===== src/hw/rtl/b64ld_pkg.sv =====
// Shared types, constants and the character map of the lenient Base64 decoder.
package b64ld_pkg;

	// Pad character of the Base64 alphabet.
	localparam logic [7:0] PAD_CHAR = 8'h3D;

	// Depth of the result queue and the width of its fill count (holds 0..RES_DEPTH).
	localparam int RES_DEPTH = 4;
	localparam int CNT_W     = $clog2(RES_DEPTH + 1);

	// Largest number of results that one character can produce.
	localparam int MAX_RES = 3;

	// One decoded result as it leaves the block.
	typedef struct packed {
		logic [7:0] data_byte;
		logic       end_of_message;
		logic       length_error;
	} result_t;

	// Lenient map from a raw character to its six-bit value. Unknown characters give zero.
	function automatic logic [5:0] map_char(input logic [7:0] c);
		logic [7:0] t;
		t = 8'h00;
		if (c >= 8'h41 && c <= 8'h5A) begin
			t = c - 8'h41;
		end else if (c >= 8'h61 && c <= 8'h7A) begin
			t = c - 8'h61 + 8'd26;
		end else if (c >= 8'h30 && c <= 8'h39) begin
			t = c - 8'h30 + 8'd52;
		end else if (c == 8'h2B || c == 8'h2D || c == 8'h2E) begin
			t = 8'd62;
		end else if (c == 8'h2F || c == 8'h2C || c == 8'h5F) begin
			t = 8'd63;
		end
		return t[5:0];
	endfunction

endpackage


===== src/hw/rtl/base64_lenient_decoder_core.sv =====
// Top level of the lenient Base64 decoder: character stream in, byte stream out.
//
// Usage. One Base64 character enters per request on the slave stream
// (s_axis_*); s_axis_tlast marks the last character of a message. Decoded
// bytes leave on the master stream (m_axis_*), most significant byte of each
// quad first. m_axis_tlast is set on the final byte of a message, and
// m_axis_tuser flags a message whose length is not a multiple of four; that
// error request carries a zero byte and ends the message. Bytes already sent
// for a bad message are not recalled, so the consumer drops them.
//
// Throughput. A result enters the registered result queue when the character
// that causes it is taken. While the queue has room the input side takes one
// character per cycle; with m_axis_tready high, a quad's three bytes drain
// from the four-entry result queue at one byte per cycle, covered by the next
// quad's characters, so a continuous stream runs at one character per cycle.
//
// Stalls. When the receiver holds m_axis_tready low the queue fills, and
// s_axis_tready drops only when the next character could produce more
// results than the queue has free (three for a quad-completing character,
// one otherwise). Reset empties the queue and restarts quad assembly.
module base64_lenient_decoder_core (
	input  logic       clk,
	input  logic       arst_n,
	input  logic       s_axis_tvalid,
	output logic       s_axis_tready,
	input  logic [7:0] s_axis_tdata,   // [7:0] char_in
	input  logic       s_axis_tlast,   // is_last
	output logic       m_axis_tvalid,
	input  logic       m_axis_tready,
	output logic [7:0] m_axis_tdata,   // [7:0] data_byte
	output logic       m_axis_tlast,   // end_of_message
	output logic       m_axis_tuser    // [0] length_error
);

	localparam int CW = b64ld_pkg::CNT_W;

	// Quad assembly state.
	logic [1:0]  pos_q;
	logic [17:0] acc_q;
	logic        third_pad_q;

	// Result queue: entry 0 is the head.
	b64ld_pkg::result_t res_q [b64ld_pkg::RES_DEPTH];
	b64ld_pkg::result_t res_d [b64ld_pkg::RES_DEPTH];
	logic [CW-1:0]      cnt_q;
	logic [CW-1:0]      cnt_d;

	logic          pop;
	logic          accept;
	logic [CW-1:0] cnt_ap;
	logic [5:0]    sextet;
	logic          is_pad;
	logic [1:0]    push_cnt;
	logic [23:0]   quad_bits;
	b64ld_pkg::result_t new_res [b64ld_pkg::MAX_RES];

	assign m_axis_tvalid = (cnt_q != '0);
	assign m_axis_tdata  = res_q[0].data_byte;
	assign m_axis_tlast  = res_q[0].end_of_message;
	assign m_axis_tuser  = res_q[0].length_error;

	assign pop    = m_axis_tvalid & m_axis_tready;
	assign cnt_ap = cnt_q - CW'(pop);

	// A quad-completing character needs room for three results, any other for one.
	always_comb begin
		if (pos_q == 2'd3) begin
			s_axis_tready = (cnt_ap <= CW'(b64ld_pkg::RES_DEPTH - b64ld_pkg::MAX_RES));
		end else begin
			s_axis_tready = (cnt_ap <= CW'(b64ld_pkg::RES_DEPTH - 1));
		end
	end

	assign accept    = s_axis_tvalid & s_axis_tready;
	assign sextet    = b64ld_pkg::map_char(s_axis_tdata);
	assign is_pad    = (s_axis_tdata == b64ld_pkg::PAD_CHAR);
	assign quad_bits = {acc_q, sextet};

	// Results produced by the character being taken.
	always_comb begin
		push_cnt = 2'd0;
		for (int k = 0; k < b64ld_pkg::MAX_RES; k++) begin
			new_res[k] = '0;
		end
		if (accept) begin
			if (pos_q == 2'd3) begin
				if (s_axis_tlast && is_pad) begin
					push_cnt = third_pad_q ? 2'd1 : 2'd2;
				end else begin
					push_cnt = 2'd3;
				end
				new_res[0].data_byte = quad_bits[23:16];
				new_res[1].data_byte = quad_bits[15:8];
				new_res[2].data_byte = quad_bits[7:0];
				for (int k = 0; k < b64ld_pkg::MAX_RES; k++) begin
					new_res[k].end_of_message = s_axis_tlast && (push_cnt == 2'(k + 1));
				end
			end else if (s_axis_tlast) begin
				// Message ends inside a quad: a single error result.
				push_cnt                  = 2'd1;
				new_res[0].end_of_message = 1'b1;
				new_res[0].length_error   = 1'b1;
			end
		end
	end

	// Queue update: shift out the head on a pop, then append behind the survivors.
	always_comb begin
		logic [CW-1:0] rel;
		for (int i = 0; i < b64ld_pkg::RES_DEPTH; i++) begin
			res_d[i] = res_q[i];
		end
		if (pop) begin
			for (int i = 0; i < b64ld_pkg::RES_DEPTH - 1; i++) begin
				res_d[i] = res_q[i + 1];
			end
		end
		for (int i = 0; i < b64ld_pkg::RES_DEPTH; i++) begin
			rel = CW'(i) - cnt_ap;
			if (CW'(i) >= cnt_ap && rel < CW'(push_cnt)) begin
				unique case (rel)
					CW'(0):  res_d[i] = new_res[0];
					CW'(1):  res_d[i] = new_res[1];
					CW'(2):  res_d[i] = new_res[2];
					default: res_d[i] = res_d[i];
				endcase
			end
		end
		cnt_d = cnt_ap + CW'(push_cnt);
	end

	always_ff @(posedge clk or negedge arst_n) begin
		if (!arst_n) begin
			pos_q       <= 2'd0;
			acc_q       <= '0;
			third_pad_q <= 1'b0;
			cnt_q       <= '0;
		end else begin
			cnt_q <= cnt_d;
			if (accept) begin
				if (pos_q == 2'd3 || s_axis_tlast) begin
					pos_q       <= 2'd0;
					acc_q       <= '0;
					third_pad_q <= 1'b0;
				end else begin
					pos_q <= pos_q + 2'd1;
					acc_q <= {acc_q[11:0], sextet};
					if (pos_q == 2'd2) begin
						third_pad_q <= is_pad;
					end
				end
			end
		end
	end

	always_ff @(posedge clk) begin
		for (int i = 0; i < b64ld_pkg::RES_DEPTH; i++) begin
			res_q[i] <= res_d[i];
		end
	end

endmodule


===== config.mk =====
export PLATFORM = sky130hd
export DESIGN_NAME = base64_lenient_decoder_core
export DESIGN_NICKNAME = d
export VERILOG_FILES = /design/src/hw/rtl/b64ld_pkg.sv /design/src/hw/rtl/base64_lenient_decoder_core.sv
export SDC_FILE = /design/constraint.sdc
export NUM_CORES = 1
export LEC_CHECK = 0
export ABC_AREA = 1
export BUFFER_PORTS_ARGS = -buffer_cell sky130_fd_sc_hd__buf_2
export CAP_MARGIN = 20
export CORE_ASPECT_RATIO = 0.75
export CORE_UTILIZATION = 58
export CTS_BUF_LIST = sky130_fd_sc_hd__clkbuf_8
export DETAILED_ROUTE_END_ITERATION = 7
export GPL_ROUTABILITY_DRIVEN = 0
export GPL_TIMING_DRIVEN = 0
export PLACE_DENSITY = 0.79
export SYNTH_ARGS = -nofsm -noshare
export SYNTH_HDL_FRONTEND = slang
export SYNTH_SLANG_ARGS = --single-unit

===== constraint.sdc =====
create_clock -name clk -period 4.5 [get_ports clk]
set_input_delay 0 -clock clk [delete_from_list [all_inputs] [get_ports clk]]
set_output_delay 0 -clock clk [all_outputs]
set_load 0.02 [all_outputs]

==> results.txt <==
The flow ran to the end, and the final reports show no timing, DRC or antenna violations. In the routed design, unresolved DRC markers number 0. Yosys attributes the largest share of cell area to sky130_fd_sc_hd__dfrtp_1, sky130_fd_sc_hd__dfxtp_1, sky130_fd_sc_hd__nand2_1, sky130_fd_sc_hd__ha_1, sky130_fd_sc_hd__inv_1. The share of layout cells above drive strength 1 came out at 14.5%. The initial antenna violation count came to 0.

The upper clock frequency limit is 0.237 GHz. Traced cell by cell, the critical path runs through inv_2 -> nand3_1 -> nand2_2 -> clkinvlp_4 -> ha_1 -> ha_1 -> nand2_1 -> nand2_2 -> inv_2 -> ha_2 -> nand3_4 -> inv_4 -> buf_6 -> nand2_1 -> ha_1 -> nor2_1 -> nor4_2 -> inv_1 -> nor2_2 -> clkbuf_4 -> o21ai_0 -> a21oi_1 -> a21oi_1. The minimum period implied by the final worst setup slack came out at 4.22 ns. The slowest library cell on the worst path is sky130_fd_sc_hd__dfrtp_1. Counting stages on the worst path, the most repeated cell is sky130_fd_sc_hd__ha_1. The iteration count of the initial detailed-routing pass came out at 5. The type of destination of the critical path is a flip-flop.

The layout filler cell count came out at 678. The total power density per cell area is 631 nW/um^2. The layer flagged by global routing as most heavily used is met2. Clock-pin slew was measured on the worst setup and hold paths at 0.07 ns. The overall die area came out at 8290 sq um. After technology mapping, the gate count stands at 675.

In this design, the largest share of critical-path delay is due to simple AND/OR/NAND/NOR gates. The buffer depth of the longest clock path is 2. The async set-or-reset flop fraction in the synthesized netlist came out at 37.5%. The endpoint identified for the worst register-to-register timing path is res_q[1][3].

The largest total area in the synthesized netlist belongs to sky130_fd_sc_hd__dfrtp_1. The placed standard-cell area came out at 4850 sq um. The ratio of final minimum period to clock period came out at 93.8%. The floorplan step set the die width to 105 um.

The highest net fanout along the worst path came out at 10. The clock sink count is 64. The total number of vias is 4,799. A synthesized cell averages 6.81 sq um.

The static leakage power is 2.40 nW. The worst hold path terminates at pos_q[0]. The area added between synthesis and finish is 11.3%.

Setup violations remaining at the end of the flow were counted as 0. The pre-CTS setup slack is -0.126 ns. Of the total power, the share spent switching nets is 48.8%. The delay of the slowest cell on the worst path came out at 0.39 ns.

The share of total power in sequential cells is 28.5%. For the worst-skew pair, the clock arrives at the later sink with an insertion delay of 0.36 ns. The count of pins on the block boundary is 25. The total global routing overflow came out at 0. In the layout the commonest cells are sky130_fd_sc_hd__nand2_1, sky130_fd_sc_hd__inv_1, sky130_fd_sc_hd__nor2_1. The fraction of power consumed by combinational cells came out at 55.9%. The peak ir drop on the vdd network is 0.310 mV. At the pin with the least slew margin, the transition time is 0.861 ns. The number of warning messages in the yosys log is 0. The most common cell after layout, fill and taps aside is sky130_fd_sc_hd__nand2_1. The global router's overall resource usage came out at 33.1%. The reported net switching power came out at 1.57 mW. The height of the die is 79.1 um. After synthesis, the largest area contributor takes up 13.1% of total cell area. Summing all non-filler instances in the final layout gives an area of 5120 sq um. The number of distinct library cells after synthesis is 43.

The via count of the first global-routing pass came out at 4,379. The met1 track demand over resource is 45.2%. By startpoint and endpoint, the worst setup path is classified as flip-flop to flip-flop.

The startpoint identified for the worst hold timing path is s_axis_tlast. The most used flip-flop cell after synthesis is sky130_fd_sc_hd__dfxtp_1. The post-synthesis sequential area ratio came out at 32.6%. The total inserted antenna cells came out at 0. The slack of the worst reg-to-reg path is 0.28 ns.

The area occupied by multi-input gates came out at 2640 sq um. The headroom to the max-slew limit came out at 42.4%. The maximum clock skew at final layout is 0.0112 ns. The worst setup slack after layout came out at 0.278 ns.

The total power consumption of the routed design is 3.23 mW. The initial standard-cell utilization of the core is 61.3%. The count of port buffers added during placement is 23. The worst hold path class is input port to flip-flop.

The depth of the worst register-to-register path came out at 23. The number of buffers created by CTS came out at 9. The internal power of the cells totals 1.65 mW.

The combined flip-flop and latch cell area came out at 1500 sq um. The count of flip-flops with a built-in enable after synthesis is 10. Counting flops and latches in the post-synthesis netlist gives 64. The post-detailed-route wirelength per cell came out at 16.0 um. In the routed layout, each cell is associated on average with a via count of 5.85. The count of maximum capacitance violations came out at 0.

The initial DRC count is 513. The core region area is 7500 sq um. Wires add up to 13,100 um. The number of hold violations in the final report came out at 0. The count of pins over their slew limit is 0. The first global-routing pass estimated 21,500 um of wire. TritonCTS built the clock tree. The final worst hold slack is 0.0575 ns. The combined area of all synthesized cells came out at 4600 sq um. Detailed placement finished with a half-perimeter wire length of 9890 um.

The worst path arrival time is 4.46 ns. The maximum number of pins on one net before global-route repair is 25. CTS placed an instance of sky130_fd_sc_hd__clkbuf_8 at the clock tree root.

The number of cells on the worst hold path came out at 4. The clock group share of total power is 15.6%. The synthesized netlist net count is 717. The post-detailed-route count of antenna-violating nets is 0. STA classifies the critical path startpoint as a flip-flop.

In this run the critical register-to-register path is launched from cnt_q[2]. The number of H-tree levels is 3. The net count reported at finish is 756. The met2 global-route usage came out at 49.3%. The floorplan has 27 rows. Global routing used 9.85% of the available met3 tracks. The critical path data required time is 4.74 ns. The count of buffer and inverter cells on the critical path came out at 7.
==> sequential cells by signal, summed over array words and instances, names as in the netlist <==
name and flops:
res_q 40, acc_q 18, cnt_q 3, pos_q 2, third_pad_q 1
==> how the worst max path moves through the flow <==
stage | endpoint | cells past startpoint | slack, ns | from
2_1_floorplan | res_q[3][0] | 20 | 0.04 | cnt_q[2]
3_3_place_gp | res_q[3][3] | 20 | -0.98 | cnt_q[2]
3_5_place_dp | res_q[1][3] | 25 | -0.13 | cnt_q[2]
4_1_cts | res_q[1][3] | 24 | 0.02 | cnt_q[2]
5_1_grt | res_q[1][3] | 23 | -0.02 | cnt_q[1]
6_report | res_q[1][3] | 23 | 0.28 | cnt_q[2]
==> metal layers <==
metal  routed length (um)  share of wire [%]
met1                 5640                 43
met4                  248                1.9
met2                 5540                 42
met3                 1650                 13
met5                    0                  0
==> layout make-up <==
type                       instances  share of cell area [%]
buffer                            17                    1.98
multi-input combinational        491                    51.6
sequential                        64                    29.3
clock inverter                     6                    1.15
timing repair buffer              29                    3.18
clock buffer                      10                    2.69
inverter                         102                    7.60
tap                              101                    2.47
==> cells in the mapped netlist, types with 10 or more instances <==
library cell / count
sky130_fd_sc_hd__nand4_1: 11
sky130_fd_sc_hd__nand2_1: 155
sky130_fd_sc_hd__o22ai_1: 19
sky130_fd_sc_hd__a21oi_1: 43
sky130_fd_sc_hd__nand3_1: 53
sky130_fd_sc_hd__edfxtp_1: 10
sky130_fd_sc_hd__dfxtp_1: 30
sky130_fd_sc_hd__inv_1: 93
sky130_fd_sc_hd__o21ai_0: 38
sky130_fd_sc_hd__nand2_2: 14
sky130_fd_sc_hd__nor2_1: 65
sky130_fd_sc_hd__dfrtp_1: 24
sky130_fd_sc_hd__ha_1: 29
==> per-stage QoR <==
| step | utilization [%] | std cells | TNS, ns |
|---|---|---|---|
| after global routing | 68.3 | 820 | -0.0226 |
| final | 68.3 | 820 | 0 |
| after CTS | 67.4 | 816 | 0 |
| after detailed placement | 64.7 | 800 | -0.266 |
| after floorplan | - | 675 | 0 |
| after global placement | 64.5 | 799 | -9.78 |
==> power groups by stage <==
| stage | logic [mW] | clock network [mW] | registers, mW |
|---|---|---|---|
| floorplan | 1.19 | 0 | 0.964 |
| global placement | 1.63 | 0 | 0.922 |
| detailed placement | 1.69 | 0 | 0.931 |
| CTS | 1.70 | 0.505 | 0.919 |
| global route | 1.99 | 0.530 | 0.943 |
| finish | 1.80 | 0.505 | 0.919 |
==> worst reg2reg max path, stage by stage, from the launching register on <==
cell,delay (ns)
sky130_fd_sc_hd__dfrtp_1,0.39
sky130_fd_sc_hd__inv_2,0.06
sky130_fd_sc_hd__nand3_1,0.16
sky130_fd_sc_hd__nand2_2,0.15
sky130_fd_sc_hd__clkinvlp_4,0.16
sky130_fd_sc_hd__ha_1,0.22
sky130_fd_sc_hd__ha_1,0.18
sky130_fd_sc_hd__nand2_1,0.08
sky130_fd_sc_hd__nand2_2,0.15
sky130_fd_sc_hd__inv_2,0.13
sky130_fd_sc_hd__ha_2,0.24
sky130_fd_sc_hd__nand3_4,0.16
sky130_fd_sc_hd__inv_4,0.17
sky130_fd_sc_hd__buf_6,0.18
sky130_fd_sc_hd__nand2_1,0.10
sky130_fd_sc_hd__ha_1,0.33
sky130_fd_sc_hd__nor2_1,0.07
sky130_fd_sc_hd__nor4_2,0.15
sky130_fd_sc_hd__inv_1,0.15
sky130_fd_sc_hd__nor2_2,0.18
sky130_fd_sc_hd__clkbuf_4,0.25
sky130_fd_sc_hd__o21ai_0,0.10
sky130_fd_sc_hd__a21oi_1,0.23
sky130_fd_sc_hd__a21oi_1,0.11
==> cells by family (layout without fill, tap and decap cells) <==
logic type	after synthesis	after routing	share of synthesized area, %
flops	64	64	32.6
mux	2	2	0.435
fa+ha+maj	29	29	7.89
simple gates	322	322	30.9
xor+xnor	7	7	1.50
buf+inv	120	164	10.6
compound gates	131	131	16.0
==> repair_timing <==
item | 4_1_cts | 5_1_grt
gates resized for setup | 0 | 9
hold buffers | 1 | 0
pin swaps | 0 | 0
gates cloned | 0 | 0
endpoints found under the setup margin | 6 | 16
setup buffers | 0 | 4
hold endpoints to repair | 24 | 0
Power figures use the tool's default switching activity.
